--- src/rtl/core/dhqp_pkg.sv ---
// Shared types and constants for the DNS header and question parser.
// Used by every module in rtl/core; depends on nothing else.
`timescale 1ns / 1ps
`default_nettype none

package dhqp_pkg;

   localparam int NameCapacityDefault = 256;

   localparam int HeaderBytes    = 12;
   localparam int HeaderWords    = 6;
   localparam int TypeClassBytes = 4;

   localparam logic [7:0] CompressMask = 8'hC0;
   localparam logic [7:0] DotChar      = 8'h2E;

   localparam int ReqDataWidth = 8;
   localparam int RspDataWidth = 152;

   typedef enum logic [2:0] {
      PH_HEADER     = 3'd0,
      PH_LABEL_LEN  = 3'd1,
      PH_LABEL_DATA = 3'd2,
      PH_TYPE_CLASS = 3'd3,
      PH_DONE       = 3'd4,
      PH_ERROR      = 3'd5
   } phase_type;

   localparam logic [2:0] ST_OK          = 3'd0;
   localparam logic [2:0] ST_SHORT_HDR   = 3'd1;
   localparam logic [2:0] ST_COMPRESSED  = 3'd2;
   localparam logic [2:0] ST_NAME_LONG   = 3'd3;
   localparam logic [2:0] ST_TRUNC_NAME  = 3'd4;
   localparam logic [2:0] ST_TRUNC_TYPE  = 3'd5;

   localparam logic KIND_CHAR    = 1'b0;
   localparam logic KIND_SUMMARY = 1'b1;

   typedef struct packed {
      logic        kind;
      logic [7:0]  name_char;
      logic [7:0]  name_length;
      logic [15:0] ident;
      logic [15:0] flag_word;
      logic [15:0] question_count;
      logic [15:0] answer_count;
      logic [15:0] authority_count;
      logic [15:0] additional_count;
      logic [15:0] query_type;
      logic [15:0] query_class;
      logic [2:0]  status;
   } rsp_item_type;

endpackage

`default_nettype wire

--- src/rtl/core/dhqp_parse_core.sv ---
// Parser state machine: header gather, name label decode and type/class gather.
// Produces at most one result item per accepted byte. Depends on dhqp_pkg.
`timescale 1ns / 1ps
`default_nettype none

module dhqp_parse_core #(
   parameter int NAME_CAPACITY = dhqp_pkg::NameCapacityDefault
) (
   input  wire logic                 clock,
   input  wire logic                 reset,
   input  wire logic                 beat_valid,
   input  wire logic [7:0]           data_byte,
   input  wire logic                 end_of_packet,
   output logic                      result_valid,
   output dhqp_pkg::rsp_item_type    result
);
   import dhqp_pkg::*;

   localparam logic [9:0] CapLimit = 10'(NAME_CAPACITY);

   phase_type   phase_ff, phase_in;
   logic [3:0]  field_cnt_ff, field_cnt_in;
   logic [15:0] header_words_ff [HeaderWords];
   logic [15:0] header_words_in [HeaderWords];
   logic [5:0]  label_rem_ff, label_rem_in;
   logic [7:0]  name_cnt_ff, name_cnt_in;
   logic [15:0] tc_words_ff [2];
   logic [15:0] tc_words_in [2];
   logic [2:0]  error_ff, error_in;

   always_ff @(posedge clock) begin
      if (reset) begin
         phase_ff     <= PH_HEADER;
         field_cnt_ff <= '0;
         label_rem_ff <= '0;
         name_cnt_ff  <= '0;
         error_ff     <= '0;
         for (int i = 0; i < HeaderWords; i++) begin
            header_words_ff[i] <= '0;
         end
         tc_words_ff[0] <= '0;
         tc_words_ff[1] <= '0;
      end else if (beat_valid) begin
         phase_ff     <= phase_in;
         field_cnt_ff <= field_cnt_in;
         label_rem_ff <= label_rem_in;
         name_cnt_ff  <= name_cnt_in;
         error_ff     <= error_in;
         for (int i = 0; i < HeaderWords; i++) begin
            header_words_ff[i] <= header_words_in[i];
         end
         tc_words_ff[0] <= tc_words_in[0];
         tc_words_ff[1] <= tc_words_in[1];
      end
   end

   always_comb begin
      logic        emit_char;
      logic [7:0]  char_val;
      logic [2:0]  hw_idx;
      logic [9:0]  need;
      logic [2:0]  st;

      phase_in     = phase_ff;
      field_cnt_in = field_cnt_ff;
      label_rem_in = label_rem_ff;
      name_cnt_in  = name_cnt_ff;
      error_in     = error_ff;
      for (int i = 0; i < HeaderWords; i++) begin
         header_words_in[i] = header_words_ff[i];
      end
      tc_words_in[0] = tc_words_ff[0];
      tc_words_in[1] = tc_words_ff[1];
      emit_char = 1'b0;
      char_val  = '0;
      hw_idx    = field_cnt_ff[3:1];
      need      = {2'b00, name_cnt_ff} + {9'd0, (name_cnt_ff != 8'd0)}
                  + {2'b00, data_byte} + 10'd1;
      st        = ST_OK;
      result    = '0;

      case (phase_ff)
         PH_HEADER: begin
            if (field_cnt_ff[0] == 1'b0) begin
               header_words_in[hw_idx][15:8] = data_byte;
            end else begin
               header_words_in[hw_idx][7:0] = data_byte;
            end
            field_cnt_in = field_cnt_ff + 4'd1;
            if (field_cnt_ff == 4'(HeaderBytes - 1)) begin
               field_cnt_in = '0;
               phase_in = (header_words_in[2] != 16'd0) ? PH_LABEL_LEN : PH_DONE;
            end
         end
         PH_LABEL_LEN: begin
            if (data_byte == 8'd0) begin
               phase_in     = PH_TYPE_CLASS;
               field_cnt_in = '0;
            end else if ((data_byte & CompressMask) != 8'd0) begin
               phase_in = PH_ERROR;
               error_in = ST_COMPRESSED;
            end else if (need > CapLimit) begin
               phase_in = PH_ERROR;
               error_in = ST_NAME_LONG;
            end else begin
               label_rem_in = data_byte[5:0];
               phase_in     = PH_LABEL_DATA;
               // A dot separates this label from the previous one.
               if (name_cnt_ff != 8'd0) begin
                  name_cnt_in = name_cnt_ff + 8'd1;
                  emit_char   = 1'b1;
                  char_val    = DotChar;
               end
            end
         end
         PH_LABEL_DATA: begin
            name_cnt_in = name_cnt_ff + 8'd1;
            emit_char   = 1'b1;
            char_val    = data_byte;
            if (label_rem_ff != 6'd0) begin
               label_rem_in = label_rem_ff - 6'd1;
            end
            if (label_rem_in == 6'd0) begin
               phase_in = PH_LABEL_LEN;
            end
         end
         PH_TYPE_CLASS: begin
            if (field_cnt_ff[0] == 1'b0) begin
               tc_words_in[field_cnt_ff[1]][15:8] = data_byte;
            end else begin
               tc_words_in[field_cnt_ff[1]][7:0] = data_byte;
            end
            field_cnt_in = field_cnt_ff + 4'd1;
            if (field_cnt_ff == 4'(TypeClassBytes - 1)) begin
               field_cnt_in = '0;
               phase_in     = PH_DONE;
            end
         end
         default: begin
         end
      endcase

      case (phase_in)
         PH_ERROR:                    st = error_in;
         PH_HEADER:                   st = ST_SHORT_HDR;
         PH_LABEL_LEN, PH_LABEL_DATA: st = ST_TRUNC_NAME;
         PH_TYPE_CLASS:               st = ST_TRUNC_TYPE;
         default:                     st = ST_OK;
      endcase

      if (end_of_packet) begin
         result.kind   = KIND_SUMMARY;
         result.status = st;
         if (st != ST_SHORT_HDR) begin
            result.ident            = header_words_in[0];
            result.flag_word        = header_words_in[1];
            result.question_count   = header_words_in[2];
            result.answer_count     = header_words_in[3];
            result.authority_count  = header_words_in[4];
            result.additional_count = header_words_in[5];
         end
         if (st == ST_OK) begin
            result.name_length = name_cnt_in;
            if (header_words_in[2] != 16'd0) begin
               result.query_type  = tc_words_in[0];
               result.query_class = tc_words_in[1];
            end
         end
         // The packet is finished: return to the reset state.
         phase_in     = PH_HEADER;
         field_cnt_in = '0;
         label_rem_in = '0;
         name_cnt_in  = '0;
         error_in     = '0;
         for (int i = 0; i < HeaderWords; i++) begin
            header_words_in[i] = '0;
         end
         tc_words_in[0] = '0;
         tc_words_in[1] = '0;
      end else begin
         result.kind        = KIND_CHAR;
         result.name_char   = char_val;
         result.name_length = name_cnt_in;
      end

      result_valid = beat_valid && (end_of_packet || emit_char);
   end

endmodule

`default_nettype wire

--- src/rtl/core/dhqp_out_skid.sv ---
// Result register with a one-entry skid stage, so input beats keep flowing
// while a finished result waits. Depends on dhqp_pkg.
`timescale 1ns / 1ps
`default_nettype none

module dhqp_out_skid (
   input  wire logic                 clock,
   input  wire logic                 reset,
   input  wire logic                 push_valid,
   input  dhqp_pkg::rsp_item_type    push_item,
   output logic                      push_ready,
   output logic                      out_valid,
   output dhqp_pkg::rsp_item_type    out_item,
   input  wire logic                 out_ready
);
   import dhqp_pkg::*;

   logic         main_valid_ff, main_valid_in;
   logic         skid_valid_ff, skid_valid_in;
   rsp_item_type main_item_ff, main_item_in;
   rsp_item_type skid_item_ff, skid_item_in;

   always_ff @(posedge clock) begin
      if (reset) begin
         main_valid_ff <= 1'b0;
         skid_valid_ff <= 1'b0;
      end else begin
         main_valid_ff <= main_valid_in;
         skid_valid_ff <= skid_valid_in;
      end
      main_item_ff <= main_item_in;
      skid_item_ff <= skid_item_in;
   end

   always_comb begin
      logic pop;
      pop           = main_valid_ff && out_ready;
      main_valid_in = main_valid_ff;
      skid_valid_in = skid_valid_ff;
      main_item_in  = main_item_ff;
      skid_item_in  = skid_item_ff;
      if (skid_valid_ff) begin
         if (pop) begin
            main_item_in  = skid_item_ff;
            skid_valid_in = 1'b0;
         end
      end else if (push_valid) begin
         if (!main_valid_ff || pop) begin
            main_item_in  = push_item;
            main_valid_in = 1'b1;
         end else begin
            skid_item_in  = push_item;
            skid_valid_in = 1'b1;
         end
      end else if (pop) begin
         main_valid_in = 1'b0;
      end
   end

   assign push_ready = !skid_valid_ff;
   assign out_valid  = main_valid_ff;
   assign out_item   = main_item_ff;

endmodule

`default_nettype wire

--- src/rtl/core/dns_header_question_parser_unit.sv ---
// DNS header and first-question parser, one packet byte per beat.
// Output path: each result beat is registered in the main result stage, or in the skid stage while the output stalls.
// Throughput: one input beat per cycle; the skid stage holds one extra result,
// so input stalls only when two results wait on a stalled output.
// Reset: synchronous, active high; clears the parser to the header phase and
// empties the result stages. Depends on dhqp_pkg, dhqp_parse_core, dhqp_out_skid.
`timescale 1ns / 1ps
`default_nettype none

module dns_header_question_parser_unit #(
   parameter int NAME_CAPACITY = dhqp_pkg::NameCapacityDefault
) (
   input  wire logic                               clock,
   input  wire logic                               reset,
   input  wire logic                               req_tvalid,
   output logic                                    req_tready,
   input  wire logic [dhqp_pkg::ReqDataWidth-1:0]  req_tdata,  // [7:0] data_byte
   input  wire logic                               req_tlast,
   output logic                                    rsp_tvalid,
   input  wire logic                               rsp_tready,
   // [7:0] name_char, [15:8] name_length, [31:16] ident, [47:32] flag_word,
   // [63:48] question_count, [79:64] answer_count, [95:80] authority_count,
   // [111:96] additional_count, [127:112] query_type, [143:128] query_class,
   // [146:144] status, [151:147] zero
   output logic [dhqp_pkg::RspDataWidth-1:0]       rsp_tdata,
   output logic                                    rsp_tuser   // [0] kind
);
   import dhqp_pkg::*;

   logic         beat_accept;
   logic         result_valid;
   rsp_item_type result;
   rsp_item_type out_item;

   assign beat_accept = req_tvalid && req_tready;

   dhqp_parse_core #(
      .NAME_CAPACITY(NAME_CAPACITY)
   ) u_core (
      .clock        (clock),
      .reset        (reset),
      .beat_valid   (beat_accept),
      .data_byte    (req_tdata[7:0]),
      .end_of_packet(req_tlast),
      .result_valid (result_valid),
      .result       (result)
   );

   dhqp_out_skid u_skid (
      .clock     (clock),
      .reset     (reset),
      .push_valid(result_valid),
      .push_item (result),
      .push_ready(req_tready),
      .out_valid (rsp_tvalid),
      .out_item  (out_item),
      .out_ready (rsp_tready)
   );

   assign rsp_tuser = out_item.kind;
   assign rsp_tdata = {5'd0, out_item.status, out_item.query_class, out_item.query_type,
                       out_item.additional_count, out_item.authority_count,
                       out_item.answer_count, out_item.question_count,
                       out_item.flag_word, out_item.ident,
                       out_item.name_length, out_item.name_char};

   // The input side stalls only when both result stages are full.
   a_stall_needs_result: assert property (@(posedge clock) disable iff (reset)
      !req_tready |-> rsp_tvalid)
      else $error("input stalled with no result waiting");

   // The final byte of a packet always yields a summary beat.
   a_last_gives_result: assert property (@(posedge clock) disable iff (reset)
      (req_tvalid && req_tready && req_tlast) |=> rsp_tvalid)
      else $error("no result after last byte");

   // Character beats carry a nonzero running length and a clean status.
   a_char_beat_shape: assert property (@(posedge clock) disable iff (reset)
      (rsp_tvalid && rsp_tuser == KIND_CHAR) |->
         (rsp_tdata[146:144] == ST_OK && rsp_tdata[15:8] != 8'd0))
      else $error("malformed character beat");

   // A short header summary reports no header words.
   a_short_hdr_clear: assert property (@(posedge clock) disable iff (reset)
      (rsp_tvalid && rsp_tuser == KIND_SUMMARY && rsp_tdata[146:144] == ST_SHORT_HDR)
         |-> (rsp_tdata[143:16] == '0))
      else $error("short header summary carries header data");

endmodule

`default_nettype wire

--- config.mk ---
export PLATFORM = sky130hd
export DESIGN_NAME = dns_header_question_parser_unit
export DESIGN_NICKNAME = d
export VERILOG_FILES = /design/src/rtl/core/dhqp_pkg.sv /design/src/rtl/core/dhqp_parse_core.sv /design/src/rtl/core/dhqp_out_skid.sv /design/src/rtl/core/dns_header_question_parser_unit.sv
export SDC_FILE = /design/constraint.sdc
export NUM_CORES = 1
export LEC_CHECK = 0
export BUFFER_PORTS_ARGS = -buffer_cell sky130_fd_sc_hd__buf_2
export CAP_MARGIN = 20
export CORE_UTILIZATION = 35
export DETAILED_ROUTE_END_ITERATION = 6
export PLACE_DENSITY_LB_ADDON = 0.25
export SYNTH_ARGS = -nofsm -noshare
export SYNTH_HDL_FRONTEND = slang
export SYNTH_HIERARCHICAL = 1
export SYNTH_SLANG_ARGS = --single-unit
export TNS_END_PERCENT = 20
--- constraint.sdc ---
create_clock -name clock -period 32.7 [get_ports clock]
set_input_delay 3.27 -clock clock [delete_from_list [all_inputs] [get_ports clock]]
set_output_delay 3.27 -clock clock [all_outputs]
set_load 0.1 [all_outputs]
==> results of run 1 <==
==> cell usage in the layout (no fill, tap or decap), types with 21 or more instances in the layout <==
cell type,Yosys,routed
o41ai_2,38,38
o41ai_1,58,58
ha_1,21,21
dfxtp_1,26,25
mux2_2,81,81
a21oi_1,43,42
edfxtp_1,424,424
clkbuf_16,0,48
nor4_1,39,39
nand2_1,38,38
or3_1,106,105
nor2_1,180,179
mux2i_1,125,125
buf_4,6,22
inv_1,25,23
buf_2,22,162
mux2_4,67,67
o21ai_0,22,22
==> metrics by stage <==
stage	std cells	hold slack (ns)	power (mW)
floorplan	1623	0.426	0.781
global placement	2502	0.448	0.806
detailed placement	2503	0.447	0.808
CTS	2592	0.457	1.35
global route	2595	0.499	1.38
finish	2595	0.458	1.33
==> routing by layer <==
metal	GRT usage, %	vias up	wire length, µm
met1	24.6	7032	25900
met2	27.4	354	26300
met4	4.09	0	959
met3	2.49	63	2460
li1	-	6479	-
met5	0	-	0
==> flip-flops by register name, indices dropped and copies added, names as in the netlist <==
name and cells:
u_core/error_ff 3, u_core/field_cnt_ff 4, u_core/header_words_ff 96, u_core/label_rem_ff 6, u_core/name_cnt_ff 8, u_core/phase_ff 3, u_core/tc_words_ff 32, u_skid/out_item 148
u_skid/out_valid 1, u_skid/skid_item_ff 148, u_skid/skid_valid_ff 1
==> cells in the mapped netlist, drive strengths merged, types with 26 or more instances <==
master	n	area, µm²
edfxtp	424	12700
nor2	180	676
mux2	148	1920
mux2i	125	1250
or3	106	663
clkbuf	97	364
o41ai	96	1130
buf	45	335
a21oi	43	215
nor4	41	269
nand2	38	143
dfxtp	26	521
==> kinds of logic after synthesis <==
family,count (synthesis),synth area share (%)
adders and majority gates,22,1.28
muxes,273,14.4
buffers and inverters,168,3.62
xor gates and xnor gates,13,0.517
DFF,450,60.2
and+or+nand+nor,468,11.0
AOI/OAI and AO/OA,224,8.94
other,1,0.0170
==> final cells by class <==
cell class	instances	share of cell area, %
inverter	26	0.430
multi-input combinational	1005	32.0
tap	837	4.18
sequential	450	53.0
clock buffer	56	4.92
clock inverter	33	1.29
timing repair buffer	188	4.16
==> power breakdown <==
| part | internal (mW) | switching, mW | total [mW] |
|---|---|---|---|
| clock | 0.304 | 0.233 | 0.537 |
| combinational | 0.0230 | 0.114 | 0.137 |
| sequential | 0.649 | 0.00892 | 0.658 |
==> worst paths after layout <==
check,start,endpoint,slack [ns],cells after the start
worst min register to register,u_core/error_ff[2],u_core/error_ff[2],0.46,2
worst min-delay path,u_core/error_ff[2],u_core/error_ff[2],0.46,2
worst max-delay path,req_tdata[0],u_skid/skid_item_ff[105],24.06,17
worst max register to register,u_core/name_cnt_ff[0],u_skid/skid_item_ff[105],26.34,17
==> tightest hold or removal path, cell delays in order, from the launching register on <==
cell	delay (ns)
dfxtp_1	0.31
inv_1	0.07
a211oi_1	0.04
==> results.md, run 1 <==
* Status: complete, no violations
* TNS Setup at 0 ns
* Max-cap violation count at 0
* Worst path buffer plus inverter count at 6
* First-pass GRT wire length at between 80 and 90 mm
* Multi-input logic area at 8020 µm²
* Layout cells sized above 1 at 26.7%
* Biggest cell delay along the critical path at ~0.98 ns
* CTS Buf Count at 48
* Worst-path maximum fanout at 69
* Die Ht at 253 µm
* Wire per inst at 21.4 µm
* Synth warn at 6
* Distinct cells, synth at 74
* Row count at between 90 and 100
* All-Layer GR Usage at 17.2%
* Worst path top cell family by delay: simple AND/OR/NAND/NOR gates
* Drt first pass iters at 5
* Number of enable flip-flop cells after synthesis at 424
* Final Hold Violating Endpoints at 0
* Die Area at about 64000 µm²
* FF+latch area at 13300 µm²
* Slowest cell on crit path: and4_4
* Clock sinks at 450
* Slew Viols, Final at 0
* Post-place setup slack at ~23 ns
* Required time of the critical path at about 33 ns
* Vias in the first global route at 13537
* Cts hold-fix bufs at 0
* Fillcell total at 5900
* TritonCTS clock tree: done
* HP Class: flop to flop
* Num ports at ~170
* Nets@finish at 1754
* Setup crit end kind: flop
* Worst setup SP type: input port
* Achievable clock frequency at ~0.12 GHz
* Ys async rst share at 0%
* Fin worst setup slack at around 24 ns
* Final WL at 55.6 mm
* Initial antenna violation count at 1
* Cts repair resizes at 0
* Area growth syn-to-layout at 13.7%
* Slew @ Worst Pin at ~1.1 ns
* Syn Std Cell Area at around 22000 µm²
* Endpoints failing setup at 0
* WP data arrival at 8.88 ns
* CTS H-tree depth at 2
* Pwr dens at 53.2 nW/µm²
* Worst skew pair latency at 0.61 ns
* Finished Cell Area at 25000 µm²
* Min Tclk post-route at roughly 8.6 ns
* Fin util at between 40 and 50%
* Vias/cell at between 5 and 6
* Synth Flop Type: edfxtp_1
* IO Port Bufs at between 150 and 200
* Syn_area_per_cell at between 10 and 15 µm²
* Final ANT Viol Nets at 0
* Syn Inst Count at approximately 1600
* Largest net degree at the start of global routing at 131
* CP Cell Sequence: buf_2, clkinv_1, ha_1, inv_1, ha_1, inv_1, fa_1, nand2b_1, a21oi_1, xor2_1, nor4_2, nand4_1, and2_1, a31oi_1, and4_4, buf_4, buf_16
* DPL Wire Length at 33.3 mm
* CTS clk-pin slew, worst paths at 0.07 ns
* Gr ovfl total at 0
* Setup Skew at ~0.033 ns
* VDD IR-drop max at between 0.03 and 0.04 mV
* Core ar. at about 62000 µm²
* Leak at 9.18 nW
* Max clock buf depth at 3
* Synth Register Bits at 450
* Starting Density at a little over a third
* Placer congestion estimate at 0.805
* Placed Instance Area at around 23000 µm²
* Post-CTS setup buffer count at 0
* Number of diodes at 0
* Clk root buf: clkbuf_16
* Via count at approximately 14000
* Die X at 253 µm
* RSZ-0062 raised after global routing: no
* WS Path Type: input port to flop
* Register area share after synthesis at 60.2%
* 1st-iter DRT viols at 1249
* Fin crit share at 26.4%
* Drt drc at 0
* Rel. slew slack at 23.4%
Note: power is estimated with default switching activity, not from simulation.
==> run 2: changes to the inputs <==
Clock period 32.7 ns to 8.9 ns, I/O delays scaled along.
==> run 2 against run 1 <==
Against the previous run: core utilization is essentially flat; worst setup slack worse by 22 ns; count of clock-buffer cells in the layout is 10 higher; largest cell class unchanged; highest routed layer is now met5.
==> results.md, run 2 (synthesized netlist as in run 1, its figures left out) <==
* Achievable clock frequency at 0.157 GHz
* Gr ovfl total at 0 (unchanged)
* Total Power at 4.91 mW (was 1.33 mW)
* Net Sw Power at 1.28 mW (was 356 µW)
* Fin crit share at 71.4%
* Status: complete, no violations (unchanged)
* Leak at 9.17 nW (was 9.18 nW)
* Die Ht at 253 µm (unchanged)
* Combinational share of power at 10.2% (was 10.3%)
* WP data arrival at 6.57 ns (was 8.88 ns)
* Layout cells sized above 1 at 26.2% (was 26.7%)
* Min Tclk post-route at 6.35 ns
* Commonest non-fill, non-tap cell in the layout: edfxtp_1 (unchanged)
* Drt first pass iters at 7 (was 5)
* Setup Skew at 0.0157 ns (was 0.0332 ns)
* Flop pwr share at 49.2% (was 49.4%)
* Finished Cell Area at 25000 µm² (about the same)
* Placer congestion estimate at 0.868 (was 0.805)
* CTS H-tree depth at 2 (unchanged)
* Setup crit end kind: flop (unchanged)
* Vias/cell at 5.37 (about the same)
* HP Class: flop to flop (unchanged)
* Die X at 253 µm (unchanged)
* Area growth syn-to-layout at 13.8% (was 13.7%)
* Drt drc at 0 (unchanged)
* Critical R2R Launch: u_core/name_cnt_ff[0] (unchanged)
* Multi-input logic area at 8030 µm² (was 8020 µm²)
* Die Area at 63900 µm² (unchanged)
* Core ar. at 61900 µm² (unchanged)
* TritonCTS clock tree: done (unchanged)
* Clock power share at 40.6% (was 40.3%)
* CTS clk-pin slew, worst paths at 0.06 ns (was 0.07 ns)
* Pwr dens at 196 nW/µm² (was 53.2 nW/µm²)
* Worst path top cell family by delay: simple AND/OR/NAND/NOR gates (unchanged)
* Post-CTS setup buffer count at 0 (unchanged)
* Hold Path Depth at 2 (unchanged)
* Worst hold start: u_core/error_ff[2] (unchanged)
* RSZ-0062 raised after global routing: no (unchanged)
* DPL Wire Length at 32.8 mm (was 33.3 mm)
* Register-to-Register Path Depth at 18 (was 17)
* Worst setup SP type: flop (was input port)
* Cts repair resizes at 0 (unchanged)
* Worst skew pair latency at 0.59 ns (was 0.61 ns)
* Wire per inst at 21.4 µm (about the same)
* Slowest cell on crit path: and4_4 (unchanged)
* Rel. slew slack at 27.2% (was 23.4%)
* Final WL at 55.6 mm (about the same)
* Slew Viols, Final at 0 (unchanged)
* Max clock buf depth at 3 (unchanged)
* All-Layer GR Usage at 17.2% (about the same)
* 1st-iter DRT viols at 1096 (was 1249)
* Vias in the first global route at 13699 (was 13537)
* Clk root buf: clkbuf_16 (unchanged)
* Largest net degree at the start of global routing at 142 (was 131)
* Worst-path maximum fanout at 85 (was 69)
* Clock sinks at 450 (unchanged)
* Required time of the critical path at 9.12 ns (was 32.94 ns)
* FF-to-FF End: u_skid/skid_item_ff[47] (was u_skid/skid_item_ff[105])
* Most frequent cells in the layout: edfxtp_1 (424), nor2_1 (179), buf_2 (162) (unchanged)
* Initial antenna violation count at 1 (unchanged)
* Slew @ Worst Pin at 1.09 ns (was 1.15 ns)
* Via count at 13938 (was 13928)
* Final Hold Violating Endpoints at 0 (unchanged)
* Cell Int Power at 3.63 mW (was 976 µW)
* FF+latch area at 13300 µm² (unchanged)
* TNS Setup at 0 ns (unchanged)
* Endpoints failing setup at 0 (unchanged)
* IO Port Bufs at 162 (unchanged)
* Nets@finish at 1752 (was 1754)
* Reg-to-reg setup timing slack at 2.55 ns (was 26.34 ns)
* Switching share of total power at 26.0% (was 26.7%)
* Starting Density at 35.5% (unchanged)
* Final ANT Viol Nets at 0 (unchanged)
* Biggest cell delay along the critical path at 1.04 ns (was 0.98 ns)
* Worst path buffer plus inverter count at 4 (was 6)
* Cts hold-fix bufs at 0 (unchanged)
* CTS Buf Count at 49 (was 48)
* Num ports at 168 (unchanged)
* Row count at 91 (unchanged)
* Fillcell total at 5816 (was 5900)
* Max-cap violation count at 0 (unchanged)
* Number of diodes at 0 (unchanged)
* First-pass GRT wire length at 84.6 mm (about the same)
* WHS Endpoint: u_core/error_ff[2] (unchanged)
* WS Path Type: flop to flop (was input port to flop)
* Placed Instance Area at 23400 µm² (about the same)
* CP Cell Sequence: inv_1, ha_1, nand3_1, nor4_1, ha_1, inv_1, ha_1, inv_1, fa_1, nand2b_1, a21oi_1, xor2_1, nor4_2, nand4_1, and2_1, a31oi_1, and4_4, buf_12 (was buf_2, clkinv_1, ha_1, inv_1, ha_1, inv_1, fa_1, nand2b_1, a21oi_1, xor2_1, nor4_2, nand4_1, and2_1, a31oi_1, and4_4, buf_4, buf_16)
* VDD IR-drop max at 0.135 mV (was 0.0373 mV)
==> run 2: tightest hold or removal path: stages (launching register included) <==
cell and delay, ns:
dfxtp_1 0.31, inv_1 0.06, a211oi_1 0.04
==> run 2: layout make-up <==
type	instances	area share, %
clock buffer	66	5.32
inverter	26	0.430
clock inverter	26	0.909
tap	837	4.18
sequential	450	52.9
timing repair buffer	185	4.19
multi-input combinational	1005	32.0
==> run 2: per-stage QoR <==
stage	setup WS (ns)	std cells	hold WS [ns]	util, %
2_1_floorplan	0.397	1623	0.426	-
3_3_place_gp	2.20	2499	0.440	37.8
3_5_place_dp	2.00	2500	0.446	37.8
4_1_cts	2.35	2592	0.455	40.4
5_1_grt	2.14	2595	0.486	40.4
6_report	2.55	2595	0.455	40.4
==> run 2: per-layer routing <==
layer / vias to the layer above / GRT usage [%] / routed length, µm
met1: 7020 / 24.0 / 25900
met2: 355 / 27.3 / 25700
met5: - / 0 / 13
met3: 85 / 2.49 / 2440
li1: 6476 / - / -
met4: 2 / 6.18 / 1520
==> run 2: power by group through the flow <==
stage / Combinational (mW) / Sequential, mW / Clock, mW
floorplan: 0.181 / 2.68 / 0
global placement: 0.501 / 2.46 / 0
detailed placement: 0.506 / 2.46 / 0
CTS: 0.506 / 2.42 / 2.06
global route: 0.528 / 2.42 / 2.12
finish: 0.502 / 2.42 / 1.99
==> run 2: worst max-delay path by stage <==
stage | endpoint | depth (start not counted) | from
floorplan | u_skid/out_item[0] | 16 | req_tdata[0]
global placement | u_skid/out_item[138] | 16 | req_tdata[0]
detailed placement | u_skid/out_item[136] | 16 | req_tdata[0]
CTS | u_skid/out_item[136] | 18 | u_core/name_cnt_ff[0]
global route | u_skid/skid_item_ff[59] | 18 | u_core/name_cnt_ff[0]
finish | u_skid/skid_item_ff[47] | 18 | u_core/name_cnt_ff[0]
